## config.mk

```make
export PLATFORM = sky130hd
export DESIGN_NAME = pfc_back
export DESIGN_NICKNAME = d
export VERILOG_FILES = /design/src/rtl/assert_macros.svh /design/src/rtl/pfc_pkg.sv /design/src/rtl/pfc_back.sv
export SDC_FILE = /design/constraint.sdc
export NUM_CORES = 1
export LEC_CHECK = 0
export ABC_CLOCK_PERIOD_IN_PS = 3500
export BUFFER_PORTS_ARGS = -buffer_cell sky130_fd_sc_hd__buf_2
export CAP_MARGIN = 20
export CELL_PAD_IN_SITES_DETAIL_PLACEMENT = 1
export CELL_PAD_IN_SITES_GLOBAL_PLACEMENT = 2
export CORE_MARGIN = 2
export CORE_UTILIZATION = 32
export CTS_BUF_LIST = sky130_fd_sc_hd__clkbuf_4
export CTS_CLUSTER_SIZE = 12
export DETAILED_ROUTE_END_ITERATION = 16
export PLACE_DENSITY = 0.74
export RECOVER_POWER = 50
export SYNTH_ARGS = -nofsm -noshare
export SYNTH_HDL_FRONTEND = slang
export SYNTH_SLANG_ARGS = --single-unit
```

## constraint.sdc

```tcl
create_clock -name clk -period 3.5 [get_ports clk]
set_input_delay 1.05 -clock clk [delete_from_list [all_inputs] [get_ports clk]]
set_output_delay 1.05 -clock clk [all_outputs]
set_load 0.01 [all_outputs]
```

## src/rtl/assert_macros.svh

```systemverilog
// Assertion macros shared by the RTL files of the pixel format converter.
// Depends on nothing; simulation builds get the checks, synthesis gets empty bodies.
`ifndef ASSERT_MACROS_SVH
`define ASSERT_MACROS_SVH
`ifndef SYNTHESIS
// property must hold at every clock edge outside reset
`define ASSERT_PROP(lbl, clk, rstn, prop, msg) \
    lbl: assert property (@(posedge clk) disable iff (!rstn) prop) else $error(msg);
// condition must never be seen outside reset
`define ASSERT_NEVER(lbl, clk, rstn, cond, msg) \
    lbl: assert property (@(posedge clk) disable iff (!rstn) !(cond)) else $error(msg);
`else
`define ASSERT_PROP(lbl, clk, rstn, prop, msg)
`define ASSERT_NEVER(lbl, clk, rstn, cond, msg)
`endif
`endif

```

## src/rtl/pfc_pkg.sv

```systemverilog
// Package of the pixel format converter: payload types, format codes,
// layout table and channel resize helpers. Depends on nothing.
package pfc_pkg;

    // palette store geometry
    localparam int PALETTE_ENTRIES = 256;
    localparam int PAL_IDX_W = (PALETTE_ENTRIES > 2) ? $clog2(PALETTE_ENTRIES) : 1;

    // depth of the queue between front and back, and of the result buffer
    localparam int MID_DEPTH = 2;
    localparam int MID_PTR_W = $clog2(MID_DEPTH);
    localparam int MID_CNT_W = $clog2(MID_DEPTH + 1);

    // pixel format codes
    localparam logic [4:0] FMT_A8          = 5'd0;
    localparam logic [4:0] FMT_RGB555      = 5'd1;
    localparam logic [4:0] FMT_RGB565      = 5'd3;
    localparam logic [4:0] FMT_RGB888      = 5'd5;
    localparam logic [4:0] FMT_RGBA8888    = 5'd11;
    localparam logic [4:0] FMT_LAST_DIRECT = 5'd12;
    localparam logic [4:0] FMT_PAL_555     = 5'd13;
    localparam logic [4:0] FMT_PAL_565     = 5'd14;
    localparam logic [4:0] FMT_PAL_888     = 5'd15;
    localparam logic [4:0] FMT_PAL_8888    = 5'd16;

    localparam logic [4:0] FMT_RESET = FMT_RGBA8888;

    // configuration register indexes
    localparam int CFG_IDX_W = 2;
    localparam logic [CFG_IDX_W-1:0] CFG_SOURCE_FORMAT = 2'd0;
    localparam logic [CFG_IDX_W-1:0] CFG_DEST_FORMAT   = 2'd1;

    // operation codes
    localparam logic OP_CONVERT = 1'b0;
    localparam logic OP_PALETTE = 1'b1;

    typedef struct packed {
        logic        operation;
        logic [31:0] pixel_in;
        logic [7:0]  palette_slot;
        logic [31:0] palette_word;
    } in_t;

    typedef struct packed {
        logic [31:0] pixel_out;
        logic [2:0]  byte_count;
        logic        format_error;
    } out_t;

    // classified item passed from front to back
    typedef struct packed {
        logic [31:0] word;
        logic [3:0]  base;
        logic        src_bad;
    } mid_t;

    typedef struct packed {
        logic full;
        logic empty;
    } q_stat_t;

    typedef struct packed {
        logic [3:0] cb;
        logic [3:0] gb;
        logic [3:0] ab;
        logic [4:0] sg;
        logic [4:0] s2;
        logic [4:0] sa;
        logic       swap;
        logic [2:0] bytes;
    } layout_t;

    // layout of a non-paletted format
    function automatic layout_t layout(input logic [3:0] code);
        layout_t l;
        case (code)
            4'd0:    l = '{4'd8, 4'd8, 4'd0, 5'd0, 5'd0,  5'd0,  1'b0, 3'd1};
            4'd1:    l = '{4'd5, 4'd5, 4'd0, 5'd5, 5'd10, 5'd0,  1'b0, 3'd2};
            4'd2:    l = '{4'd5, 4'd5, 4'd0, 5'd5, 5'd10, 5'd0,  1'b1, 3'd2};
            4'd3:    l = '{4'd5, 4'd6, 4'd0, 5'd5, 5'd11, 5'd0,  1'b0, 3'd2};
            4'd4:    l = '{4'd5, 4'd6, 4'd0, 5'd5, 5'd11, 5'd0,  1'b1, 3'd2};
            4'd5:    l = '{4'd8, 4'd8, 4'd0, 5'd8, 5'd16, 5'd0,  1'b0, 3'd3};
            4'd6:    l = '{4'd8, 4'd8, 4'd0, 5'd8, 5'd16, 5'd0,  1'b1, 3'd3};
            4'd7:    l = '{4'd4, 4'd4, 4'd4, 5'd4, 5'd8,  5'd12, 1'b0, 3'd2};
            4'd8:    l = '{4'd4, 4'd4, 4'd4, 5'd4, 5'd8,  5'd12, 1'b1, 3'd2};
            4'd9:    l = '{4'd5, 4'd5, 4'd1, 5'd5, 5'd10, 5'd15, 1'b0, 3'd2};
            4'd10:   l = '{4'd5, 4'd5, 4'd1, 5'd5, 5'd10, 5'd15, 1'b1, 3'd2};
            4'd11:   l = '{4'd8, 4'd8, 4'd8, 5'd8, 5'd16, 5'd24, 1'b0, 3'd4};
            4'd12:   l = '{4'd8, 4'd8, 4'd8, 5'd8, 5'd16, 5'd24, 1'b1, 3'd4};
            default: l = '{4'd8, 4'd8, 4'd0, 5'd0, 5'd0,  5'd0,  1'b0, 3'd1};
        endcase
        return l;
    endfunction

    // low n bits set, n up to 8
    function automatic logic [7:0] mask8(input logic [3:0] n);
        logic [8:0] t;
        t = (n >= 4'd8) ? 9'h0FF : ((9'd1 << n) - 9'd1);
        return t[7:0];
    endfunction

    // widen or narrow a channel of at most 8 bits
    function automatic logic [7:0] resize(input logic [7:0] v, input logic [3:0] from,
                                          input logic [3:0] to);
        logic [7:0] r;
        if (from == to)
            r = v;
        else if (from == 4'd1)
            r = (v != 8'd0) ? mask8(to) : 8'd0;
        else if (from == 4'd6 && to == 4'd8)
            r = (v >> 1) << 3;
        else if (to < from)
            r = v >> (from - to);
        else
            r = v << (to - from);
        return r;
    endfunction

endpackage

```

## src/rtl/pfc_back.sv

```systemverilog
// Back end of the pixel format converter: unpacks channels, converts,
// repacks and buffers results for the output side. Depends on pfc_pkg.
module pfc_back (
    input  logic              clk,
    input  logic              rst_n,
    input  pfc_pkg::mid_t     mid,
    input  pfc_pkg::q_stat_t  mid_stat,
    output logic              mid_rd,
    input  logic [4:0]        dest_format,
    input  logic              pop,
    output logic              empty,
    output pfc_pkg::out_t     result
);

    // floor(s/3) for s below 768 by reciprocal multiply
    function automatic logic [7:0] div3(input logic [9:0] s);
        logic [20:0] p;
        p = 21'(s) * 21'd683;
        return p[18:11];
    endfunction

    pfc_pkg::layout_t sl;
    pfc_pkg::layout_t dl;
    logic [7:0]       r, g, b, a, c0, c2, lum, q3;
    logic [3:0]       cb, gb, ab;
    logic [9:0]       sum;
    logic [7:0]       rr, gg, bb, aa;
    logic [31:0]      packed_px;
    pfc_pkg::out_t    conv;

    // channel unpack
    always_comb
    begin
        sl  = pfc_pkg::layout(mid.base);
        c0  = mid.word[7:0] & pfc_pkg::mask8(sl.cb);
        c2  = 8'(mid.word >> sl.s2) & pfc_pkg::mask8(sl.cb);
        r   = sl.swap ? c2 : c0;
        b   = sl.swap ? c0 : c2;
        g   = 8'(mid.word >> sl.sg) & pfc_pkg::mask8(sl.gb);
        cb  = sl.cb;
        gb  = sl.gb;
        a   = 8'hFF;
        ab  = 4'd8;
        sum = 10'd0;
        q3  = 8'd0;
        lum = 8'd0;
        if (mid.base == pfc_pkg::FMT_A8[3:0])
        begin
            // gray source feeds all three channels, opaque
            r   = mid.word[7:0];
            g   = mid.word[7:0];
            b   = mid.word[7:0];
            lum = mid.word[7:0];
            cb  = 4'd8;
            gb  = 4'd8;
        end
        else if (sl.ab != 4'd0)
        begin
            ab  = sl.ab;
            a   = 8'(mid.word >> sl.sa) & pfc_pkg::mask8(sl.ab);
            lum = pfc_pkg::resize(a, sl.ab, 4'd8);
        end
        else
        begin
            // gray is the channel average, 5-bit sources use 5-bit green
            if (cb == 4'd8)
                sum = 10'(r) + 10'(g) + 10'(b);
            else
                sum = 10'(r) + 10'(pfc_pkg::resize(g, gb, 4'd5)) + 10'(b);
            q3  = div3(sum);
            lum = (cb == 4'd8) ? q3 : (q3 << 3);
        end
    end

    // repack into the destination layout
    always_comb
    begin
        dl = pfc_pkg::layout(dest_format[3:0]);
        rr = pfc_pkg::resize(r, cb, dl.cb);
        gg = pfc_pkg::resize(g, gb, dl.gb);
        bb = pfc_pkg::resize(b, cb, dl.cb);
        aa = (dl.ab != 4'd0) ? pfc_pkg::resize(a, ab, dl.ab) : 8'd0;
        packed_px = 32'(dl.swap ? bb : rr) | (32'(gg) << dl.sg)
                  | (32'(dl.swap ? rr : bb) << dl.s2) | (32'(aa) << dl.sa);
        if (dest_format == pfc_pkg::FMT_A8)
            packed_px = {24'd0, lum};

        conv.pixel_out    = packed_px;
        conv.byte_count   = dl.bytes;
        conv.format_error = 1'b0;
        if (dest_format > pfc_pkg::FMT_LAST_DIRECT)
        begin
            conv.pixel_out    = 32'd0;
            conv.byte_count   = 3'd1;
            conv.format_error = 1'b1;
        end
        else if (mid.src_bad)
            conv.pixel_out = 32'd0;
    end

    // result buffer, head drives the output ports
    pfc_pkg::out_t                   ob_mem_reg [pfc_pkg::MID_DEPTH];
    logic [pfc_pkg::MID_PTR_W-1:0]   ob_wr_ptr_reg;
    logic [pfc_pkg::MID_PTR_W-1:0]   ob_rd_ptr_reg;
    logic [pfc_pkg::MID_CNT_W-1:0]   ob_count_reg;
    logic [pfc_pkg::MID_CNT_W-1:0]   ob_count_next;
    logic                            ob_full;
    logic                            do_pop;

    assign ob_full = ob_count_reg == pfc_pkg::MID_CNT_W'(pfc_pkg::MID_DEPTH);
    assign empty   = ob_count_reg == '0;
    assign do_pop  = pop && !empty;
    assign mid_rd  = !mid_stat.empty && !ob_full;
    assign result  = ob_mem_reg[ob_rd_ptr_reg];

    always_ff @(posedge clk)
    begin
        if (mid_rd)
            ob_mem_reg[ob_wr_ptr_reg] <= conv;
    end

    always_comb
    begin
        ob_count_next = ob_count_reg;
        case ({mid_rd, do_pop})
            2'b10:   ob_count_next = ob_count_reg + 1'b1;
            2'b01:   ob_count_next = ob_count_reg - 1'b1;
            default: ob_count_next = ob_count_reg;
        endcase
    end

    always_ff @(posedge clk or negedge rst_n)
    begin
        if (!rst_n)
        begin
            ob_wr_ptr_reg <= '0;
            ob_rd_ptr_reg <= '0;
            ob_count_reg  <= '0;
        end
        else
        begin
            if (mid_rd)
                ob_wr_ptr_reg <= ob_wr_ptr_reg + 1'b1;
            if (do_pop)
                ob_rd_ptr_reg <= ob_rd_ptr_reg + 1'b1;
            ob_count_reg <= ob_count_next;
        end
    end

endmodule

```

# Word-level counts from Yosys, hierarchy flattened
# Memories as Yosys holds them, arrays and structs flattened.
# Cells that the tools add are included.
dict set report op_classes {
  add_sub_neg 24
  multipliers 1
  order_cmp 12
  eq_ne 21
  shifts 24
  muxes 65
  bitwise 7
  reduce_logical 20
}
# op n
set op_table {}
lappend op_table {{8-bit two-way mux} 50}
lappend op_table {{32-bit two-way mux} 3}
lappend op_table {{8-bit by 5-bit left shift with 32-bit output} 3}
lappend op_table {{32-bit by 5-bit right shift with 8-bit output} 3}
lappend op_table {{32-bit OR} 2}
lappend op_table {{8-bit nonzero test} 6}
lappend op_table {{1-bit by 4-bit left shift with 8-bit output (first input constant)} 6}
lappend op_table {{8-bit by 4-bit left shift with 8-bit output} 6}
lappend op_table {{8-bit by 4-bit right shift with 8-bit output} 6}
lappend op_table {{8-bit by 1-bit subtractor with 8-bit output (second input constant)} 6}
lappend op_table {{8-bit AND} 4}
lappend op_table {{8-bit by 32-bit OR with 32-bit output} 1}
lappend op_table {{10-bit two-way mux} 3}
lappend op_table {{4-bit >= comparator (second input constant)} 6}
lappend op_table {{4-bit subtractor} 6}
lappend op_table {{9-bit by 8-bit adder with 10-bit output} 2}
lappend op_table {{4-bit by 1-bit == test with 1-bit output (second input constant)} 5}
lappend op_table {{4-bit by 3-bit == test with 1-bit output (second input constant)} 5}
lappend op_table {{4-bit == test (second input constant)} 5}
lappend op_table {{4-bit two-way mux} 5}
lappend op_table {{10-bit by 10-bit multiplier with 19-bit output (second input constant)} 1}
lappend op_table {{8-bit by 8-bit adder with 9-bit output} 2}
lappend op_table {{4-bit == test} 3}
lappend op_table {{4-bit < comparator} 3}
lappend op_table {{other kinds (22)} 32}
dict set report word_totals {
  ff_bits 4
  mem_bits_rw 72
  mem_bits_ro 832
  inputBits 47
  out_inout_bits 38
  wordCells 180
  n_memories 3
}
# memory words word_bits read_ports rd_ports_with_merged_regs wr line
set mem_list {}
lappend mem_list {{(no name shown)} 16 26 1 0 0 pfc_pkg.sv:76} ;# case (code)
lappend mem_list {{(no name shown)} 16 26 1 0 0 pfc_pkg.sv:76}
lappend mem_list {ob_mem_reg 2 36 1 0 1 pfc_back.sv:102} ;# pfc_pkg::out_t ob_mem_reg [pfc_pkg::MID_DEPTH];

# Longest topological paths before layout
# Gate-level depths: netlist of the first run.
# An unclocked memory read counts as a cell.
dict set report depth {
  ltp_word 24
  ltp_mapped 58
  depth_no_buf 55
}

# Worst setup path after synthesis of the first run
# Ideal clock, no wire load.
dict set report synth_path {
  kind {input to register}
  start {in mid[1] (netlist bit)}
  end {mem ob_mem_reg[0][10] (netlist bit) (data pin)}
  setup_ps 184
  t_arrival_ps 11696
  t_required_ps 3316
  setup_slack_ps -8380
  path_stages 58
  path_buffers 5
  cell_sequence {inv_1 ha_1 buf_6 mux2_4 nand2_2 buf_6 clkbuf_1 ha_1 clkbuf_1 nand2_1 ha_1 o21ai_1 xor2_1 nor2_1 or4_1 clkbuf_1 nand2b_1 o211ai_1 [22 not listed] fa_1 inv_1 fa_1 inv_1 ha_1 a21o_1 a21o_1 a21oi_1 nor2_1 a21oi_1 o311a_1 o21bai_1 a21oi_1 o21ai_0 o21a_1 nor3_1 nor2_1 a211oi_1}
}
# element line
set synth_rtl {}
lappend synth_rtl {{from (decl)} pfc_back.sv:6} ;# input pfc_pkg::mid_t mid,
lappend synth_rtl {{to (decl)} pfc_back.sv:102}

==> summary.md, run 1 <==
| Metric | Value |
|---|---|
| Worst Setup End Kind | register |
| Worst setup margin | -6.61 ns |
| Sequential area share after synthesis | 13.8% |
| Synth Flop Type | edfxtp_1 |
| Nets | 3284 |
| Worst Setup Start Kind | primary input |
| Netlist Area Pre-Place | 0.0164 mm2 |
| Status | finished, violations left |
| Clock Tree Buf Depth | 2 |
| CTS Hold Bufs | 0 |
| DR DRC count | 0 |
| Cell mode on critical path | ha_4 |
| Post-Place Setup Slack | -7.52 ns |
| WP data arrival | 10.28 ns |
| FF-to-FF Start | ob_count_reg[0]$_DFFE_PN0P_ |
| GRT Util Overall | 34.2% |
| DIE HEIGHT | 230 um |
| Crit Path Class | in2reg |
| Port buffer count | 83 |
| Clock transition at path regs | 0.11 ns |
| R2r setup slk | 1.43 ns |
| Crit share post-route | 289% |
| DRT antenna net count | 0 |
| Largest area contributor in the netlist | edfxtp_1 |
| CTS Buf Count | 9 |
| HP Class | in2async |
| Layout area overhead | 59.8% |
| RePlAce Congestion | 1.00 |
| Core region area | 0.0503 mm2 |
| Critical path buffers and inverters | 13 |
| Horiz. Die Dim | 230 um |
| Clock sinks | 76 |
| Count leader, synth | nand2_1 |
| Root buf cell | clkbuf_4 |
| Initial antenna violation count | 2 |
| Synth top area share | 13.2% |
| Top cells by area, synth | edfxtp_1, ha_1, fa_1 |
| Relative slew slack | 31.4% |
| Flops & latches, synth | 76 |
| Vias | 22200 |
| Fmax | 98.9 MHz |
| Min cycle time layout | 10.11 ns |
| TritonCTS clock tree | done |
| Post-synth ARST share | 5.26% |
| Layout cells sized above 1 | 46.3% |
| Critical path's top delay family | adder cells |
| Avg Synthesized Cell Area | 7.42 um2 |
| Synth unique cells | 123 |
| Total gr overflow | 0 |
| First-pass GRT wire length | 140 mm |
| RSZ-0062 raised after global routing | true |
| Crit path max-delay cell type | fa_1 |
| Max Cap Viol | 0 |
| Starting DRT DRC Count | 1646 |
| Worst Reg2Reg Path Length in Cells | 5 |
| Clk_lat worst skew | 0.43 ns |
| Commonest cells in the netlist | nand2_1, nor2_1, inv_1, o21ai_0, a21oi_1 |
| Failing checks | setup timing |
| Via density | 5.90 |
| Routed wire length | 94.5 mm |
| CP max stage delay | 0.48 ns |
| Pre-antenna DRT Iters | 7 |
| Synth Warn # | 0 |
| Post-DP HPWL | 77.3 mm |
| Required @ worst endpoint | 3.67 ns |
| Final max-slew violation count | 0 |
| Mapped Cells | 2203 |
| R2R Path End | ob_mem_reg[1][33]$_DFFE_PP_ |
| Placement Rows | 82 |
| Finished Cell Area | 0.0261 mm2 |
| # setup viols final | 64 |
| CTS H-tree lvls | 3 |
| Full die area | 0.0529 mm2 |
| EDFF count, synth | 72 |
| Post-DR wirelength/cell | 25.1 um |
| Cell Area, Placed | 0.0240 mm2 |
| Max FFs per register | 72 |
| # IOs | 85 |
| Worst Max-Slew Pin Slew | 1.03 ns |
| Vias in the first global route | 22700 |
| Crit-path max FO | 4 |
| Initial Utilization | 32.5% |
| Final hold violations | 0 |
| Largest net degree at the start of global routing | 44 |
| Worst Skew | 0.0143 ns |
[per-stage QoR]
step | setup TNS, ns | util [%] | instances | hold WS, ns
final | -188.98 | 52.0 | 3761 | 0.429
after global routing | -200.50 | 52.0 | 3760 | 0.430
after CTS | -194.76 | 49.3 | 3713 | 0.390
after detailed placement | -246.08 | 47.8 | 3675 | 0.510
after global placement | -237.20 | 47.8 | 3675 | 0.480
after floorplan | -185.32 | - | 2205 | 0.460
[routing by layer]
metal / part of all wire [%] / GRT usage, %
met3: 5.2 / 3.41
met4: 4.1 / 12.0
met5: 0 / 0
met1: 44 / 45.0
met2: 47 / 58.0
[cells in the final DEF, fill, tap and decap left out, types with 13 or more instances in the layout]
| master | n |
|---|---|
| a211oi_1 | 33 |
| a21o_1 | 25 |
| a21oi_1 | 92 |
| a21oi_2 | 31 |
| a22oi_1 | 13 |
| a31oi_1 | 38 |
| and2_1 | 13 |
| and3_1 | 27 |
| buf_12 | 14 |
| buf_2 | 79 |
| buf_4 | 888 |
| buf_6 | 26 |
| clkbuf_4 | 15 |
| edfxtp_1 | 72 |
| fa_1 | 39 |
| ha_1 | 88 |
| ha_4 | 20 |
| inv_1 | 129 |
| inv_2 | 19 |
| mux2_2 | 42 |
| mux2i_1 | 27 |
| nand2_1 | 207 |
| nand2_2 | 15 |
| nand2b_1 | 21 |
| nand3_1 | 84 |
| nand4_1 | 17 |
| nor2_1 | 154 |
| nor2_2 | 17 |
| nor2b_1 | 15 |
| nor3_1 | 45 |
| o211ai_1 | 62 |
| o21a_1 | 17 |
| o21ai_0 | 114 |
| o21ai_1 | 27 |
| o21ai_2 | 21 |
| o22ai_1 | 20 |
| o31ai_1 | 13 |
| xnor2_1 | 24 |
| xor2_1 | 16 |
[what timing repair did]
action                                  4_1_cts  5_1_grt
pin swaps                                    63      103
gates resized for setup                     111      222
buffers inserted                             23       45
cloned                                        0        2
endpoints found under the setup margin       64       64
[how the worst max path moves through the flow]
stage            from                     endpoint  slack (ns)  depth (start not counted)
2_1_floorplan  mid[1]   ob_mem_reg[0][9]$_DFFE_PP_       -7.06                         58
3_3_place_gp   mid[1]   ob_mem_reg[0][9]$_DFFE_PP_       -7.30                         52
3_5_place_dp   mid[1]   ob_mem_reg[1][9]$_DFFE_PP_       -7.52                         47
4_1_cts        mid[1]   ob_mem_reg[0][9]$_DFFE_PP_       -6.60                         54
5_1_grt        mid[1]  ob_mem_reg[1][10]$_DFFE_PP_       -6.95                         56
6_report       mid[1]   ob_mem_reg[0][7]$_DFFE_PP_       -6.61                         53
[layout make-up]
| cell class | instances | area, um2 |
|---|---|---|
| flip-flops and latches | 76 | 2260 |
| fillers | 6132 | 24100 |
| clock inverters | 2 | 12.5 |
| clock buffers | 14 | 105 |
| multi-input cells | 1819 | 14500 |
| repair buffers | 1018 | 7760 |
| diodes | 1 | 2.50 |
| inverters | 159 | 641 |
| well taps | 672 | 841 |
[cell families (layout without fill, tap and decap cells)]
group | after synthesis | in the layout | synth area share (%)
adder cells (fa/ha/maj) | 156 | 156 | 13.9
AO/OA/AOI/OAI | 779 | 779 | 33.6
other | 1 | 4 | 0.0229
XOR/XNOR | 46 | 46 | 2.46
AND/OR/NAND/NOR | 758 | 758 | 22.9
buffers and inverters | 310 | 1193 | 7.98
flip-flops | 76 | 76 | 13.8
multiplexers | 77 | 77 | 5.32
Power of run 1 is not shown: default switching activity piles up to over one toggle a cycle in this logic, so the estimate is an artifact.
==> run 2: changes to the inputs <==
Settings changed: CORE_ASPECT_RATIO set to 0.6, REMOVE_ABC_BUFFERS set to 1.
==> summary.md, run 2 (synthesis results as in run 1) <==
| Metric | Value |
|---|---|
| Horiz. Die Dim | 296 um (+29%) |
| Fmax | 95.7 MHz (-3.3%) |
| Worst Setup Start Kind | primary input |
| R2r setup slk | 1.15 ns (-0.28 ns) |
| CTS Buf Count | 9 (unchanged) |
| Required @ worst endpoint | 3.72 ns (+0.05 ns) |
| DR DRC count | 0 (unchanged) |
| # IOs | 85 (unchanged) |
| WP data arrival | 10.67 ns (+0.39 ns) |
| Clk_lat worst skew | 0.49 ns (+0.06 ns) |
| Relative slew slack | -54.6% (-86 points) |
| Commonest cells after routing, fill and taps aside | buf_4, nand2_1, nor2_1, inv_1, o21ai_0 |
| Port buffer count | 83 (unchanged) |
| Max Cap Viol | 1 (+1) |
| CP max stage delay | 0.57 ns (+0.09 ns) |
| Cell mode on critical path | buf_4 |
| Cell Area, Placed | 0.0236 mm2 (-1.9%) |
| Crit Path Class | in2reg |
| Crit. Startpoint | mid[1] |
| Worst setup margin | -6.95 ns (-0.342 ns) |
| Clock sinks | 76 (unchanged) |
| Post-Place Setup Slack | -8.09 ns (-0.571 ns) |
| Core region area | 0.0507 mm2 (+0.83%) |
| Routed wire length | 101 mm (+7.0%) |
| Min cycle time layout | 10.45 ns (+0.342 ns) |
| Setup TNS | -227.97 ns (-38.99 ns) |
| CTS H-tree lvls | 3 (unchanged) |
| Initial Utilization | 32.3% (-0.27 points) |
| Post-DR wirelength/cell | 26.6 um (+5.9%) |
| Root buf cell | clkbuf_4 |
| Commonest non-fill, non-tap cell in the layout | buf_4 |
| Final hold violations | 0 (unchanged) |
| Vias in the first global route | 22900 (+1.2%) |
| Clock transition at path regs | 0.15 ns (+0.04 ns) |
| Failing checks | capacitance limit, slew limit, setup timing |
| Final max-slew violation count | 38 (+38) |
| Crit share post-route | 299% (+9.8 points) |
| Vias | 22800 (+2.6%) |
| Worst Setup End Kind | register |
| Finished Cell Area | 0.0264 mm2 (+1.2%) |
| Initial antenna violation count | 2 (unchanged) |
| Critical path's top delay family | adder cells |
| Worst Reg2Reg Path Length in Cells | 2 (-3) |
| CTS Hold Bufs | 0 (unchanged) |
| Critical path buffers and inverters | 12 (-1) |
| Layout cells sized above 1 | 46.5% (+0.23 points) |
| Placement Rows | 64 (-22%) |
| Post-DP HPWL | 81.0 mm (+4.8%) |
| RePlAce Congestion | 1.03 (+2.9%) |
| FF-to-FF Start | ob_rd_ptr_reg$_DFFE_PN0P_ |
| Filler Cells Inserted | 6217 (+1.4%) |
| HP Class | in2async |
| GRT Util Overall | 37.1% (+2.9 points) |
| Clock Tree Buf Depth | 2 (unchanged) |
| Crit path max-delay cell type | fa_1 |
| Max FFs per register | 72 (unchanged) |
| R2R Path End | ob_rd_ptr_reg$_DFFE_PN0P_ |
| Post-Layout Cell Count | 3801 (+1.1%) |
| TritonCTS clock tree | done |
| Full die area | 0.0530 mm2 (+0.11%) |
| DRT antenna net count | 0 (unchanged) |
| Total gr overflow | 0 (unchanged) |
| First-pass GRT wire length | 147 mm (+5.1%) |
| WP depth | 50 (-5.7%) |
| DIE HEIGHT | 179 um (-22%) |
| Largest net degree at the start of global routing | 38 (-14%) |
| Worst Skew | 0.0184 ns (+0.00411 ns) |
| RSZ-0062 raised after global routing | true |
| Crit path capture | ob_mem_reg[0][7]$_DFFE_PP_ |
| Multi-input logic area | 0.0146 mm2 (+0.54%) |
| Nets | 3303 (+0.58%) |
| Via density | 6.00 (+1.6%) |
| Pre-antenna DRT Iters | 6 (-1) |
| Sequential Area | 0.00226 mm2 (unchanged) |
| Status | finished, violations left |
| Worst Max-Slew Pin Slew | 2.32 ns (+1.29 ns) |
| Starting DRT DRC Count | 2299 (+40%) |
| # setup viols final | 100 (+56%) |
| Layout area overhead | 61.7% |
| Crit-path max FO | 8 (+4) |
| DP Cell Count | 3701 (+0.71%) |
## run 2: cell types whose count changed in the layout (fill, tap and decap cells not counted), moves of 5 or more
| cell | previous run | this run |
|---|---|---|
| a21oi_1 | 92 | 103 |
| o21ai_1 | 27 | 19 |
| buf_6 | 26 | 38 |
| clkbuf_4 | 15 | 10 |
| a21oi_2 | 31 | 19 |
| o21ai_0 | 114 | 121 |
| buf_8 | 3 | 9 |
## run 2: final cells by class
cell class                 instances  area share [%]
tap                              693            3.28
sequential                        76            8.56
antenna                            1         0.00946
clock buffer                       9           0.256
inverter                         159            2.32
multi-input combinational       1820            55.2
timing repair buffer            1036            30.1
clock inverter                     7           0.312
## run 2: worst min-delay path by stage
stage          slack [ns]                   startpoint                           to
6_report             0.37                        rst_n  ob_count_reg[0]$_DFFE_PN0P_
5_1_grt              0.35                        rst_n    ob_rd_ptr_reg$_DFFE_PN0P_
4_1_cts              0.29                        rst_n    ob_wr_ptr_reg$_DFFE_PN0P_
3_5_place_dp         0.50  ob_count_reg[1]$_DFFE_PN0P_  ob_count_reg[1]$_DFFE_PN0P_
3_3_place_gp         0.48  ob_count_reg[1]$_DFFE_PN0P_  ob_count_reg[1]$_DFFE_PN0P_
2_1_floorplan        0.46    ob_wr_ptr_reg$_DFFE_PN0P_    ob_wr_ptr_reg$_DFFE_PN0P_
## run 2: routing by layer
layer | track usage [%] | vias up | part of all wire (%)
li1 | - | 10100 | -
met1 | 54.2 | 11400 | 46
met2 | 54.1 | 1121 | 41
met3 | 10.3 | 157 | 11
met4 | 6.70 | 2 | 2.0
met5 | 0 | - | 0.013
## run 2: what timing repair did
item,CTS,global route
setup buffers,59,34
setup endpoints to repair,64,64
resized for setup,324,151
cloned,1,0
pin swaps,104,94
## run 2: stage by stage
step / hold WS [ns] / utilization, %
3_3_place_gp: 0.480 / 46.5
4_1_cts: 0.285 / 50.4
3_5_place_dp: 0.500 / 46.5
6_report: 0.367 / 52.2
2_1_floorplan: 0.460 / -
5_1_grt: 0.349 / 52.2
Power of run 2 is left out for the same reason.
