### src/rtl/assert_macros.svh
// Assertion macros shared by the RTL files of the pixel format converter.
// Depends on nothing; simulation builds get the checks, synthesis gets empty bodies.
`ifndef ASSERT_MACROS_SVH
`define ASSERT_MACROS_SVH
`ifndef SYNTHESIS
// property must hold at every clock edge outside reset
`define ASSERT_PROP(lbl, clk, rstn, prop, msg) \
    lbl: assert property (@(posedge clk) disable iff (!rstn) prop) else $error(msg);
// condition must never be seen outside reset
`define ASSERT_NEVER(lbl, clk, rstn, cond, msg) \
    lbl: assert property (@(posedge clk) disable iff (!rstn) !(cond)) else $error(msg);
`else
`define ASSERT_PROP(lbl, clk, rstn, prop, msg)
`define ASSERT_NEVER(lbl, clk, rstn, cond, msg)
`endif
`endif

### src/rtl/pfc_pkg.sv
// Package of the pixel format converter: payload types, format codes,
// layout table and channel resize helpers. Depends on nothing.
package pfc_pkg;

    // palette store geometry
    localparam int PALETTE_ENTRIES = 256;
    localparam int PAL_IDX_W = (PALETTE_ENTRIES > 2) ? $clog2(PALETTE_ENTRIES) : 1;

    // depth of the queue between front and back, and of the result buffer
    localparam int MID_DEPTH = 2;
    localparam int MID_PTR_W = $clog2(MID_DEPTH);
    localparam int MID_CNT_W = $clog2(MID_DEPTH + 1);

    // pixel format codes
    localparam logic [4:0] FMT_A8          = 5'd0;
    localparam logic [4:0] FMT_RGB555      = 5'd1;
    localparam logic [4:0] FMT_RGB565      = 5'd3;
    localparam logic [4:0] FMT_RGB888      = 5'd5;
    localparam logic [4:0] FMT_RGBA8888    = 5'd11;
    localparam logic [4:0] FMT_LAST_DIRECT = 5'd12;
    localparam logic [4:0] FMT_PAL_555     = 5'd13;
    localparam logic [4:0] FMT_PAL_565     = 5'd14;
    localparam logic [4:0] FMT_PAL_888     = 5'd15;
    localparam logic [4:0] FMT_PAL_8888    = 5'd16;

    localparam logic [4:0] FMT_RESET = FMT_RGBA8888;

    // configuration register indexes
    localparam int CFG_IDX_W = 2;
    localparam logic [CFG_IDX_W-1:0] CFG_SOURCE_FORMAT = 2'd0;
    localparam logic [CFG_IDX_W-1:0] CFG_DEST_FORMAT   = 2'd1;

    // operation codes
    localparam logic OP_CONVERT = 1'b0;
    localparam logic OP_PALETTE = 1'b1;

    typedef struct packed {
        logic        operation;
        logic [31:0] pixel_in;
        logic [7:0]  palette_slot;
        logic [31:0] palette_word;
    } in_t;

    typedef struct packed {
        logic [31:0] pixel_out;
        logic [2:0]  byte_count;
        logic        format_error;
    } out_t;

    // classified item passed from front to back
    typedef struct packed {
        logic [31:0] word;
        logic [3:0]  base;
        logic        src_bad;
    } mid_t;

    typedef struct packed {
        logic full;
        logic empty;
    } q_stat_t;

    typedef struct packed {
        logic [3:0] cb;
        logic [3:0] gb;
        logic [3:0] ab;
        logic [4:0] sg;
        logic [4:0] s2;
        logic [4:0] sa;
        logic       swap;
        logic [2:0] bytes;
    } layout_t;

    // layout of a non-paletted format
    function automatic layout_t layout(input logic [3:0] code);
        layout_t l;
        case (code)
            4'd0:    l = '{4'd8, 4'd8, 4'd0, 5'd0, 5'd0,  5'd0,  1'b0, 3'd1};
            4'd1:    l = '{4'd5, 4'd5, 4'd0, 5'd5, 5'd10, 5'd0,  1'b0, 3'd2};
            4'd2:    l = '{4'd5, 4'd5, 4'd0, 5'd5, 5'd10, 5'd0,  1'b1, 3'd2};
            4'd3:    l = '{4'd5, 4'd6, 4'd0, 5'd5, 5'd11, 5'd0,  1'b0, 3'd2};
            4'd4:    l = '{4'd5, 4'd6, 4'd0, 5'd5, 5'd11, 5'd0,  1'b1, 3'd2};
            4'd5:    l = '{4'd8, 4'd8, 4'd0, 5'd8, 5'd16, 5'd0,  1'b0, 3'd3};
            4'd6:    l = '{4'd8, 4'd8, 4'd0, 5'd8, 5'd16, 5'd0,  1'b1, 3'd3};
            4'd7:    l = '{4'd4, 4'd4, 4'd4, 5'd4, 5'd8,  5'd12, 1'b0, 3'd2};
            4'd8:    l = '{4'd4, 4'd4, 4'd4, 5'd4, 5'd8,  5'd12, 1'b1, 3'd2};
            4'd9:    l = '{4'd5, 4'd5, 4'd1, 5'd5, 5'd10, 5'd15, 1'b0, 3'd2};
            4'd10:   l = '{4'd5, 4'd5, 4'd1, 5'd5, 5'd10, 5'd15, 1'b1, 3'd2};
            4'd11:   l = '{4'd8, 4'd8, 4'd8, 5'd8, 5'd16, 5'd24, 1'b0, 3'd4};
            4'd12:   l = '{4'd8, 4'd8, 4'd8, 5'd8, 5'd16, 5'd24, 1'b1, 3'd4};
            default: l = '{4'd8, 4'd8, 4'd0, 5'd0, 5'd0,  5'd0,  1'b0, 3'd1};
        endcase
        return l;
    endfunction

    // low n bits set, n up to 8
    function automatic logic [7:0] mask8(input logic [3:0] n);
        logic [8:0] t;
        t = (n >= 4'd8) ? 9'h0FF : ((9'd1 << n) - 9'd1);
        return t[7:0];
    endfunction

    // widen or narrow a channel of at most 8 bits
    function automatic logic [7:0] resize(input logic [7:0] v, input logic [3:0] from,
                                          input logic [3:0] to);
        logic [7:0] r;
        if (from == to)
            r = v;
        else if (from == 4'd1)
            r = (v != 8'd0) ? mask8(to) : 8'd0;
        else if (from == 4'd6 && to == 4'd8)
            r = (v >> 1) << 3;
        else if (to < from)
            r = v >> (from - to);
        else
            r = v << (to - from);
        return r;
    endfunction

endpackage

### src/rtl/pfc_queue.sv
// Short queue of classified items between front and back end.
// Depends on pfc_pkg.
module pfc_queue (
    input  logic              clk,
    input  logic              rst_n,
    input  logic              wr,
    input  pfc_pkg::mid_t     wr_item,
    input  logic              rd,
    output pfc_pkg::mid_t     rd_item,
    output pfc_pkg::q_stat_t  stat
);

    pfc_pkg::mid_t                   mem_reg [pfc_pkg::MID_DEPTH];
    logic [pfc_pkg::MID_PTR_W-1:0]   wr_ptr_reg;
    logic [pfc_pkg::MID_PTR_W-1:0]   rd_ptr_reg;
    logic [pfc_pkg::MID_CNT_W-1:0]   count_reg;
    logic [pfc_pkg::MID_CNT_W-1:0]   count_next;
    logic                            do_wr;
    logic                            do_rd;

    assign stat.full  = count_reg == pfc_pkg::MID_CNT_W'(pfc_pkg::MID_DEPTH);
    assign stat.empty = count_reg == '0;
    assign do_wr      = wr && !stat.full;
    assign do_rd      = rd && !stat.empty;
    assign rd_item    = mem_reg[rd_ptr_reg];

    // storage
    always_ff @(posedge clk)
    begin
        if (do_wr)
            mem_reg[wr_ptr_reg] <= wr_item;
    end

    always_comb
    begin
        count_next = count_reg;
        case ({do_wr, do_rd})
            2'b10:   count_next = count_reg + 1'b1;
            2'b01:   count_next = count_reg - 1'b1;
            default: count_next = count_reg;
        endcase
    end

    // pointers and fill level
    always_ff @(posedge clk or negedge rst_n)
    begin
        if (!rst_n)
        begin
            wr_ptr_reg <= '0;
            rd_ptr_reg <= '0;
            count_reg  <= '0;
        end
        else
        begin
            if (do_wr)
                wr_ptr_reg <= wr_ptr_reg + 1'b1;
            if (do_rd)
                rd_ptr_reg <= rd_ptr_reg + 1'b1;
            count_reg <= count_next;
        end
    end

endmodule

### config.mk
export PLATFORM = sky130hd
export DESIGN_NAME = pfc_queue
export DESIGN_NICKNAME = d
export VERILOG_FILES = /design/src/rtl/assert_macros.svh /design/src/rtl/pfc_pkg.sv /design/src/rtl/pfc_queue.sv
export SDC_FILE = /design/constraint.sdc
export NUM_CORES = 1
export LEC_CHECK = 0
export ABC_AREA = 1
export BUFFER_PORTS_ARGS = -buffer_cell sky130_fd_sc_hd__buf_2
export CORE_UTILIZATION = 50
export DETAILED_ROUTE_END_ITERATION = 10
export GPL_TIMING_DRIVEN = 1
export PLACE_DENSITY = 0.79
export SLEW_MARGIN = 20
export SYNTH_ARGS = -nofsm -noshare
export SYNTH_HDL_FRONTEND = slang
export SYNTH_SLANG_ARGS = --single-unit
### constraint.sdc
create_clock -name clk -period 4.5 [get_ports clk]
set_input_delay 0.675 -clock clk [delete_from_list [all_inputs] [get_ports clk]]
set_output_delay 0.675 -clock clk [all_outputs]
set_load 0.005 [all_outputs]
Word-level counts from Yosys, hierarchy flattened
Memory sizes are Yosys's and may differ from the RTL's.
Index checks and enable logic that the tools add are counted.
{"block": "classes", "n_eq_ne": 3, "reduce_logical": 6, "mux": 3, "add_sub_neg": 4}
{"op": "2-bit equality test, second input constant", "count": 2}
{"op": "2-bit one-hot mux with 2 select lines", "count": 1}
{"op": "1-bit adder, second input constant", "count": 2}
{"op": "2-bit by 1-bit adder with 2-bit output, second input constant", "count": 1}
{"op": "2-bit by 1-bit equality test with 1-bit output, second input constant", "count": 1}
{"op": "1-bit logical AND", "count": 2}
{"op": "1-bit logical NOT", "count": 2}
{"op": "2-bit logical NOT", "count": 1}
{"op": "1-bit two-way mux", "count": 2}
{"op": "2-bit nonzero test", "count": 1}
{"op": "2-bit by 1-bit subtractor with 2-bit output, second input constant", "count": 1}
{"block": "totals", "memories": 1, "out_inout_bits": 39, "mem_bits_rw": 74, "in_bits": 41, "register_bits": 4}
{"name": "mem_reg", "depth": 2, "word_bits": 37, "read_ports": 1, "rd_ports_with_merged_regs": 0, "wr": 1, "line": "pfc_queue.sv:13", "text": "pfc_pkg::mid_t mem_reg [pfc_pkg::MID_DEPTH];"}

Logic depth before layout (Yosys ltp)
Gate-level depths: netlist of the first run.
{"block": "logic_depth", "word_depth": 5, "depth_mapped": 10, "depth_no_buf": 10}

Least setup slack after synthesis of the first run
No wires, ideal clock.
{"block": "synth_timing", "path_kind": "input to register", "from": "in wr", "to": "mem mem_reg[1][0] (netlist bit), enable pin", "required_ps": 4069, "slack_ps": 1734, "arrival_time_ps": 2335, "path_stages": 2, "path_cell_list": "o21ai_1 > nor2_1"}
{"block": "synth_between", "elab_chain_cells": 3}
{"element": "from (decl)", "line": "pfc_queue.sv:6", "text": "input logic wr,"}
{"element": "1-bit logical AND", "line": "pfc_queue.sv:23", "text": "assign do_wr = wr && !stat.full;"}
{"element": "1-bit two-way mux", "line": "pfc_queue.sv:30", "text": "if (do_wr)"}
{"element": "1-bit two-way mux (not written as such)", "line": "pfc_queue.sv:31", "text": "mem_reg[wr_ptr_reg] <= wr_item;"}
{"element": "to (decl)", "line": "pfc_queue.sv:13"}
No other way between the ends.

==> results_dict.tcl, run 1 <==
set metrics [dict create \
    layout.cells.non_filler 386 \
    buffer_ports.inserted 79 \
    grt.met3_usage_pct 3.721 \
    timing.max_cap.violations 0 \
    ys_seq_elements 78 \
    cp_data_arrival_time_ns 1.53 \
    synthesized_nets 268 \
    slew_violations 0 \
    register_to_register_setup_slack_ns 2.52 \
    yosys.cell_count.top_type "sky130_fd_sc_hd__nand2_1" \
    starting_utilization_of_the_core_area_pct 52.73 \
    drtAntennaViolNets 0 \
    clk_path_buf_depth 2 \
    cts.clk_slew.worst_paths_ns 0.07 \
    holdCritPathClass "input pin to async pin" \
    groute.layer.met2.usage_pct 29.22 \
    critical-path-top-delay-family "buffers and inverters" \
    insertedDiodeCount 0 \
    post_drt_via_cell_ratio 4.596 \
    path_max_fanout 38 \
    grt_start_max_net_pins 39 \
    async_set_or_reset_register_ratio_after_synthesis_pct 5.128 \
    firstDrtPassIters 4 \
    worstPathCellList "inv_2 -> nand2_1 -> nand2_1 -> buf_2" \
    vdd_ir_drop_max_mv 0.2956 \
    postSynth.topFlopCell "sky130_fd_sc_hd__edfxtp_1" \
    share_seq_of_total_power_pct 49.1 \
    core-area_um2 5574 \
    cts_buffers 9 \
    fmax_ghz 0.4545 \
    start_kind "register" \
    clockRootBuffer "sky130_fd_sc_hd__clkbuf_8" \
    synth_edf_count 74 \
    largest_register_ffs 74 \
    num_io_pins 80 \
    synth.area.top_cells "sky130_fd_sc_hd__edfxtp_1 (76%), sky130_fd_sc_hd__nand2_1 (15%), sky130_fd_sc_hd__dfrtp_1 (3.4%)" \
    routed_wl_um 4685 \
    post_synthesis_cell_type_count 14 \
    global_route.usage.met1_pct 18.68 \
    area.growth.synth_to_final_pct 19.92 \
    cp_data_required_time_ns 3.83 \
    floorplan.rows 27 \
    critical_path.n_buffers_inverters 2 \
    tritoncts "yes" \
    pwr-share-clk_pct 19.3 \
    swShare_pct 32.29 \
    wl_per_cell_um 12.14 \
    end_kind "output pin" \
    leakagePower_nw 1.563 \
    numClockSinks 78 \
    final_net_count 352 \
    cts.htree.levels 3 \
    dp.cells 371 \
    detailroute.via_count 1774 \
    die_width_um 78.67 \
    track_usage_pct 16.84 \
    yosysWarnings 0 \
    grt_pass1_wl_um 7424 \
    number_of_antenna_violations_at_the_first_check_in_global_routing 0 \
    crit_path_max_incr_delay_ns 0.47 \
    period_share_pct 48.90 \
    cpMostUsedCell "sky130_fd_sc_hd__nand2_1" \
    timing_worst_slew_pin_value_ns 1.081 \
    gpl.final_weighted_congestion 0.6725 \
    max-slew-margin-rel_pct 27.76 \
    number_of_setup_violations_in_the_final_report 0 \
    grt_most_used_layer "met2" \
    synth_common_cells "sky130_fd_sc_hd__nand2_1 (121), sky130_fd_sc_hd__edfxtp_1 (74), sky130_fd_sc_hd__inv_1 (8), sky130_fd_sc_hd__buf_6 (4), sky130_fd_sc_hd__dfrtp_1 (4)" \
    clkLatencyLatePin_ns 0.34 \
    cellInternalPower_w 0.001430 \
    powerDensity_nw_per_um2 599.3 \
    multi_input_area_um2 516.7 \
    seq_area_frac_synth_pct 79.01 \
    final_layout_size_suffix_gt1_share_pct 29.94 \
    synthesis.instances 226 \
    total_switching_power_w 0.0006822 \
    worstSetupPathType "register to output pin" \
    postSynthAreaPerCell_um2 13.00 \
    die_y_um 78.67 \
    floorplan.die_area_um2 6189 \
    register_area_um2 2322 \
    ctsResizeCount 0 \
    drc 0 \
    finalHoldViolCount 0 \
    run_status "finished, final reports clean" \
    syn_area_um2 2939 \
    detailedRoute.firstIterationViolations 84 \
    first_global_vias 1680 \
    dp.final_hpwl_um 2985 \
    cts_hold_buf 0 \
    grt_setup_unrepaired "false" \
    yosysTopAreaCell "sky130_fd_sc_hd__edfxtp_1" \
    layout_fillers 432 \
    cts.repair_timing.setup_buffer_count 0 \
    power.share.combinational_pct 31.6 \
    crit_slowest_cell "sky130_fd_sc_hd__inv_2" \
    netlist.area_leader.share_pct 75.61 \
    grt_overflow_total 0 \
    tns_ns 0 \
    layout_min_cycle_time_ns 2.200 \
    fin_skew_ns 0.009450 \
]
[worst paths after layout]
check,start,endpoint,cells after the start
worst max-delay path,rd_ptr_reg,rd_item[4],4
worst min-delay path,rst_n,count_reg[1],1
worst max register to register,count_reg[0],mem_reg[0][3],5
worst min register to register,count_reg[1],count_reg[1],2
max in group asynchronous,rst_n,wr_ptr_reg,1
min in group clk,count_reg[1],count_reg[1],2
[stage by stage]
| step | total power [W] | cell area (um^2) | hold WS [ns] | util (%) | setup slack (ns) |
|---|---|---|---|---|---|
| final | 0.002112 | 3525 | 0.1295 | 63.23 | 2.300 |
| after global routing | 0.002270 | 3525 | 0.1181 | 63.23 | 2.119 |
| after CTS | 0.002137 | 3525 | 0.1161 | 63.23 | 2.257 |
| after detailed placement | 0.001732 | 3377 | 0.4590 | 60.58 | 2.309 |
| after global placement | 0.001709 | 3377 | 0.4571 | 60.58 | 2.369 |
| after floorplan | 0.001481 | 2939 | 0.3794 | - | 1.734 |
[logic make-up (layout without fill, tap and decap cells)]
group | after synthesis | in the layout | share of synthesized area [%]
flops | 78 | 78 | 79.01
fa+ha+maj | 1 | 1 | 0.4256
simple gates | 127 | 127 | 16.43
xor+xnor | 1 | 1 | 0.2981
buf+inv | 18 | 106 | 3.661
compound gates | 1 | 1 | 0.1701
[cells in the final DEF, fill, tap and decap left out, drive strengths merged]
cell and count:
nor2 2, nand4 1, inv 9, o21ai 1, nand2 121, nand3 3
dfrtp 4, clkbuf 12, xnor2 1, clkinv 4, buf 81, edfxtp 74
ha 1
[final cells by class]
class	count	share of cell area, %
flip-flops and latches	78	65.89
multi-input cells	130	14.66
inverters	10	1.065
well taps	72	2.556
clock buffers	12	3.834
clock inverters	3	0.3550
repair buffers	81	11.64
[power groups by stage]
stage	combinational (W)	clock [W]	sequential (W)
finish	0.000667	0.000409	0.00104
global route	0.000768	0.000446	0.00106
CTS	0.000680	0.000419	0.00104
detailed placement	0.000678	0	0.00105
global placement	0.000662	0	0.00105
floorplan	0.000432	0	0.00105
[per-layer routing]
layer	up-vias	share of wire, %
met5	-	0
met4	0	2.1
met3	9	5.2
met2	58	53
met1	787	40
li1	920	-
No activity file was read; power rests on OpenSTA's default activity.
==> inputs of run 2 (changes only) <==
Settings changed: ABC_AREA 1 to 0.
Clock period 4.5 ns to 2.05 ns, I/O delays scaled along.
==> run 2 against run 1 <==
Compared with the run above: synthesized cell count shrank 41%; critical path depth down 1; via count decreased by 19%; hold slack gained 0.016 ns; clock-buffer cell count is 2 lower; critical endpoint is now rd_item[20]; highest routed layer unchanged.
==> results_dict.tcl, run 2 <==
set metrics [dict create \
    syn_area_um2 2949 \
    tns_ns 0 \
    most_common_library_cell_in_the_layout_ignoring_fill_and_taps "sky130_fd_sc_hd__buf_2" \
    clockRootBuffer "sky130_fd_sc_hd__clkbuf_8" \
    die_width_um 78.80 \
    worst_hold_slack_ns 0.1455 \
    wl_per_cell_um 14.79 \
    cts.clk_slew.worst_paths_ns 0.07 \
    grt_pass1_wl_um 6844 \
    firstDrtPassIters 2 \
    rr_worst_depth 4 \
    largest_register_ffs 74 \
    synthesis.instances 133 \
    grt_start_max_net_pins 26 \
    synth_edf_count 74 \
    cp_data_arrival_time_ns 1.65 \
    crit_slowest_cell "sky130_fd_sc_hd__dfrtp_4" \
    synth_adder_area_share_pct 0.4243 \
    gpl.final_weighted_congestion 0.7276 \
    layout.cells.non_filler 302 \
    clk_path_buf_depth 2 \
    netlist.area_leader.share_pct 75.35 \
    crit_path_max_incr_delay_ns 0.56 \
    buffer_ports.inserted 79 \
    yosysWarnings 0 \
    insertedDiodeCount 0 \
    final_layout_size_suffix_gt1_share_pct 60.00 \
    synthXorXnorAreaFrac_pct 1.485 \
    synth_common_cells "sky130_fd_sc_hd__edfxtp_1 (74), sky130_fd_sc_hd__mux2_4 (20), sky130_fd_sc_hd__mux2_2 (17), sky130_fd_sc_hd__dfrtp_1 (4)" \
    floorplan.rows 27 \
    path_max_fanout 25 \
    timing.max_cap.violations 0 \
    fmax_ghz 0.5101 \
    post_synthesis_cell_type_count 15 \
    floorplan.die_area_um2 6209 \
    num_io_pins 80 \
    async_set_or_reset_register_ratio_after_synthesis_pct 5.128 \
    area.growth.synth_to_final_pct 23.72 \
    core-area_um2 5608 \
    grt_overflow_total 0 \
    first_global_vias 1439 \
    leakagePower_nw 1.458 \
    run_status "finished, final reports clean" \
    synthesized_nets 175 \
    track_usage_pct 15.74 \
    seq_area_frac_synth_pct 78.74 \
    finalCoreUtilization_pct 65.06 \
    cts_buffers 9 \
    postSynthAreaPerCell_um2 22.17 \
    postSynth.topFlopCell "sky130_fd_sc_hd__edfxtp_1" \
    layout_min_cycle_time_ns 1.961 \
    fraction_of_synthesized_area_in_multiplexers_pct 16.67 \
    routed_wl_um 4467 \
    drtAntennaViolNets 0 \
    post_drt_via_cell_ratio 4.745 \
    dp.cells 285 \
    period_share_pct 95.64 \
    die_y_um 78.80 \
    cts.htree.levels 3 \
    yosys.cell_count.top_type "sky130_fd_sc_hd__edfxtp_1" \
    synth_simple_gate_area_share_pct 1.230 \
    grt_setup_unrepaired "false" \
    dp.final_hpwl_um 3030 \
    number_of_setup_violations_in_the_final_report 0 \
    fin_skew_ns 0.005432 \
    min_path_cells 1 \
    drc 0 \
    worstPathCellList "buf_12 -> mux2_2 -> buf_2" \
    max-slew-margin-rel_pct 81.17 \
    numClockSinks 78 \
    slew_violations 0 \
    holdCritPathClass "input pin to register" \
    synth_top_family_by_area "multiplexers" \
    synth_compound_area_share_pct 0 \
    end_kind "output pin" \
    start_kind "register" \
    starting_utilization_of_the_core_area_pct 52.59 \
    vdd_ir_drop_max_mv 0.7704 \
    finalHoldViolCount 0 \
    detailedRoute.firstIterationViolations 44 \
    timing_worst_slew_pin_value_ns 0.2825 \
    tritoncts "yes" \
    number_of_antenna_violations_at_the_first_check_in_global_routing 0 \
    ys_seq_elements 78 \
    final_net_count 267 \
    detailroute.via_count 1433 \
    synth.area.top_cells "sky130_fd_sc_hd__edfxtp_1 (75%), sky130_fd_sc_hd__mux2_4 (10%), sky130_fd_sc_hd__mux2_2 (6.5%)" \
    yosysTopAreaCell "sky130_fd_sc_hd__edfxtp_1" \
    clkLatencyLatePin_ns 0.34 \
    layout_common_cells "sky130_fd_sc_hd__buf_2 (79), sky130_fd_sc_hd__edfxtp_1 (74), sky130_fd_sc_hd__mux2_4 (20), sky130_fd_sc_hd__mux2_2 (17), sky130_fd_sc_hd__clkbuf_8 (9)" \
    cp_data_required_time_ns 1.74 \
    powerDensity_nw_per_um2 1340 \
    worstSetupPathType "register to output pin" \
]
==> run 2: cell types whose count changed after synthesis, moves of 2 or more <==
cell,change
sky130_fd_sc_hd__buf_4,-2
sky130_fd_sc_hd__inv_1,-7
sky130_fd_sc_hd__inv_2,-2
sky130_fd_sc_hd__mux2_2,+17
sky130_fd_sc_hd__mux2_4,+20
sky130_fd_sc_hd__nand2_1,-120
sky130_fd_sc_hd__nand3_1,-3
sky130_fd_sc_hd__xnor2_1,+2
sky130_fd_sc_hd__xor2_1,+2
==> run 2: kinds of logic after synthesis <==
group,Yosys count
mux,37
fa+ha+maj,1
buf+inv,5
xor+xnor,5
simple gates,7
flops,78
==> run 2: layout make-up <==
type	instances	area [um^2]
Clock buffer	10	127.6
Clock inverter	6	52.55
Fill cell	412	1959
Inverter	1	3.754
Multi-Input combinational cell	50	593.1
Sequential cell	78	2326
Tap cell	72	90.09
Timing Repair Buffer	85	455.4
==> run 2: what timing repair did <==
item	4_1_cts	5_1_grt
setup endpoints to repair	0	14
hold buffers	1	0
gates resized for setup	0	1
endpoints found under the hold margin	4	0
buffers inserted	0	0
==> run 2: layer usage <==
metal  global-route usage (%)  wire length (um)  share of wire, %
met1                    18.78              1916                43
met2                    24.17              2139                48
met3                    6.897               299               6.7
met4                    8.148               112               2.5
met5                        0                 0                 0
==> run 2: critical path: cells and delay by family (launching register included) <==
family	cells	cell delay, ns
multiplexers	1	0.36
buffers and inverters	2	0.37
flip-flops	1	0.56
==> run 2: power breakdown <==
group	internal, W	total [W]	switching (W)
Combinational	0.000844	0.00148	0.000639
Clock	0.000548	0.00105	0.000503
Sequential	0.00219	0.00236	0.000167
Total	0.00358	0.00489	0.00131
==> run 2: metrics by stage <==
stage          setup WS [ns]  total power (W)  cell area, um^2
5_1_grt             0.009203         0.005155             3649
6_report             0.08943         0.004890             3649
2_1_floorplan        0.03079         0.003344             2952
4_1_cts              0.01752         0.004943             3646
3_5_place_dp          0.3972         0.003897             3456
3_3_place_gp          0.4282         0.003857             3456
==> run 2: final timing paths <==
| kind | end | slack [ns] | startpoint |
|---|---|---|---|
| max in group asynchronous | rd_ptr_reg | 1.61 | rst_n |
| worst max-delay path | rd_item[20] | 0.09 | rd_ptr_reg |
| worst max register to register | mem_reg[0][1] | 0.58 | count_reg[0] |
| min in group asynchronous | rd_ptr_reg | 0.30 | rst_n |
| worst min register to register | count_reg[1] | 0.51 | count_reg[1] |
| worst min-delay path | mem_reg[1][22] | 0.15 | wr_item[22] |
==> inputs of run 3 (changes only) <==
Settings changed: MAX_ROUTING_LAYER set to met4, REMOVE_ABC_BUFFERS set to 1.
==> run 3 against run 2 <==
Compared with the run above: final area increased by 1.5%; non-clock buffer count is 1 lower; core utilization increased by 0.96 points; critical path depth is the same; critical endpoint is now rd_item[6]; via count is 3.4% higher.
==> results_dict.tcl, run 3 (same netlist as run 2, synthesis figures left out) <==
set metrics [dict create \
    starting_utilization_of_the_core_area_pct 52.59 \
    grt_pass1_wl_um 6789 \
    slew_violations 0 \
    most_common_library_cell_in_the_layout_ignoring_fill_and_taps "sky130_fd_sc_hd__buf_2" \
    cts.clk_slew.worst_paths_ns 0.08 \
    drtAntennaViolNets 0 \
    number_of_antenna_violations_at_the_first_check_in_global_routing 0 \
    register_to_register_setup_slack_ns 0.48 \
    wl_per_cell_um 14.75 \
    fin_skew_ns 0.005207 \
    grt_start_max_net_pins 25 \
    timing.max_cap.violations 0 \
    drc 0 \
    pwr-share-clk_pct 25.2 \
    buffer_ports.inserted 79 \
    worst_hold_start "wr_item[1]" \
    floorplan.die_area_um2 6209 \
    worst_hold_path.endpoint "mem_reg[1][1]" \
    clockRootBuffer "sky130_fd_sc_hd__clkbuf_8" \
    start_kind "register" \
    worstPathCellList "buf_12 -> mux2_2 -> buf_2" \
    swShare_pct 25.31 \
    final_net_count 266 \
    gpl.final_weighted_congestion 0.6617 \
    share_seq_of_total_power_pct 45.9 \
    finalHoldViolCount 0 \
    path_max_fanout 24 \
    worst_reg2reg_endpoint "mem_reg[1][2]" \
    core-area_um2 5608 \
    clkLatencyLatePin_ns 0.33 \
    fmax_ghz 0.5162 \
    num_io_pins 80 \
    finalWorstSetupSlack_ns 0.1129 \
    layout_common_cells "sky130_fd_sc_hd__buf_2 (79), sky130_fd_sc_hd__edfxtp_1 (74), sky130_fd_sc_hd__mux2_4 (20), sky130_fd_sc_hd__mux2_2 (17), sky130_fd_sc_hd__clkbuf_8 (9)" \
    numClockSinks 78 \
    cp_data_arrival_time_ns 1.63 \
    holdCritPathClass "input pin to register" \
    crit_slowest_cell "sky130_fd_sc_hd__dfrtp_4" \
    cp_data_required_time_ns 1.74 \
    end_kind "output pin" \
    layout_min_cycle_time_ns 1.937 \
    number_of_setup_violations_in_the_final_report 0 \
    routed_wl_um 4441 \
    period_share_pct 94.49 \
    fin_total_pwr_w 0.005146 \
    first_global_vias 1494 \
    min_path_cells 1 \
    cts.repair_timing.setup_buffer_count 0 \
    worstSetupPathType "register to output pin" \
    firstDrtPassIters 4 \
    insertedDiodeCount 0 \
    clk_path_buf_depth 2 \
    dp.final_hpwl_um 2971 \
    detailroute.via_count 1482 \
    rr_worst_depth 3 \
    grt_overflow_total 0 \
    crit_path_max_incr_delay_ns 0.58 \
    track_usage_pct 15.86 \
    place_ws_ns 0.3906 \
    layout_fillers 425 \
    vdd_ir_drop_max_mv 0.8033 \
    die_width_um 78.80 \
    total_switching_power_w 0.001302 \
    largest_register_ffs 74 \
    tritoncts "yes" \
    max-slew-margin-rel_pct 75.07 \
    post_drt_via_cell_ratio 4.924 \
    powerDensity_nw_per_um2 1390 \
    tns_ns 0 \
    cellInternalPower_w 0.003843 \
    floorplan.rows 27 \
    power.share.combinational_pct 28.9 \
    run_status "finished, final reports clean" \
    critical-path-top-delay-family "flip-flops" \
    timing_worst_slew_pin_value_ns 0.3739 \
    cts.htree.levels 3 \
    grt_setup_unrepaired "false" \
    die_y_um 78.80 \
    final_layout_size_suffix_gt1_share_pct 59.39 \
    critical_path.n_buffers_inverters 2 \
    cts_buffers 9 \
    area.growth.synth_to_final_pct 25.54 \
    reg2reg_from "count_reg[0]" \
    leakagePower_nw 1.474 \
    detailedRoute.firstIterationViolations 130 \
]
==> run 3: cell count changes in the layout (fill, tap and decap cells not counted), sizes merged <==
cell	previous run	this run
buf	84	83
clkbuf	10	11
bufinv	1	3
clkinv	5	2
==> run 3: metrics by stage <==
stage	hold WS, ns	cells	instance area [um^2]	util (%)
after floorplan	0.01191	129	2910	-
after global placement	0.1198	284	3461	61.71
after detailed placement	0.1247	284	3461	61.71
after CTS	0.1406	301	3700	65.98
after global routing	0.1414	301	3702	66.02
final	0.1580	301	3702	66.02
==> run 3: per-layer routing <==
layer,global-route usage [%],up-vias,wire [um]
met2,25.57,65,2298
met5,-,-,0
li1,-,693,-
met3,3.448,11,254
met4,9.444,0,100
met1,18.34,713,1788
==> run 3: worst register-to-register path: stages (launching register included) <==
cell	delay, ns
sky130_fd_sc_hd__dfrtp_1	0.42
sky130_fd_sc_hd__nand2b_1	0.17
sky130_fd_sc_hd__and3_2	0.44
sky130_fd_sc_hd__buf_12	0.24
==> run 3: area by class of cell <==
| cell class | count | area (um^2) | area share [%] |
|---|---|---|---|
| Sequential cell | 78 | 2326 | 62.83 |
| Multi-Input combinational cell | 50 | 593.1 | 16.02 |
| Timing Repair Buffer | 84 | 460.4 | 12.44 |
| Clock buffer | 11 | 131.4 | 3.548 |
| Clock inverter | 5 | 97.59 | 2.636 |
| Tap cell | 72 | 90.09 | 2.433 |
| Inverter | 1 | 3.754 | 0.1014 |
==> run 3: worst max-delay path by stage <==
stage,startpoint,end,slack [ns],cells past startpoint
2_1_floorplan,count_reg[0],mem_reg[0][0],-0.58,3
3_3_place_gp,rd_ptr_reg,rd_item[21],0.39,3
3_5_place_dp,rd_ptr_reg,rd_item[21],0.39,3
4_1_cts,rd_ptr_reg,rd_item[21],0.02,3
5_1_grt,rd_ptr_reg,rd_item[7],0.04,3
6_report,rd_ptr_reg,rd_item[6],0.11,3
==> run 3: timing repair <==
item	4_1_cts	5_1_grt
endpoints found under the hold margin	4	0
hold buffers	1	0
resized for setup	0	1
setup endpoints to repair	0	18
==> run 3: power by group through the flow <==
stage	logic, W	registers, W	clock network, W
after floorplan	0.000865	0.00243	0
after global placement	0.00150	0.00237	0
after detailed placement	0.00151	0.00240	0
after CTS	0.00152	0.00236	0.00132
after global routing	0.00161	0.00240	0.00139
final	0.00148	0.00236	0.00130
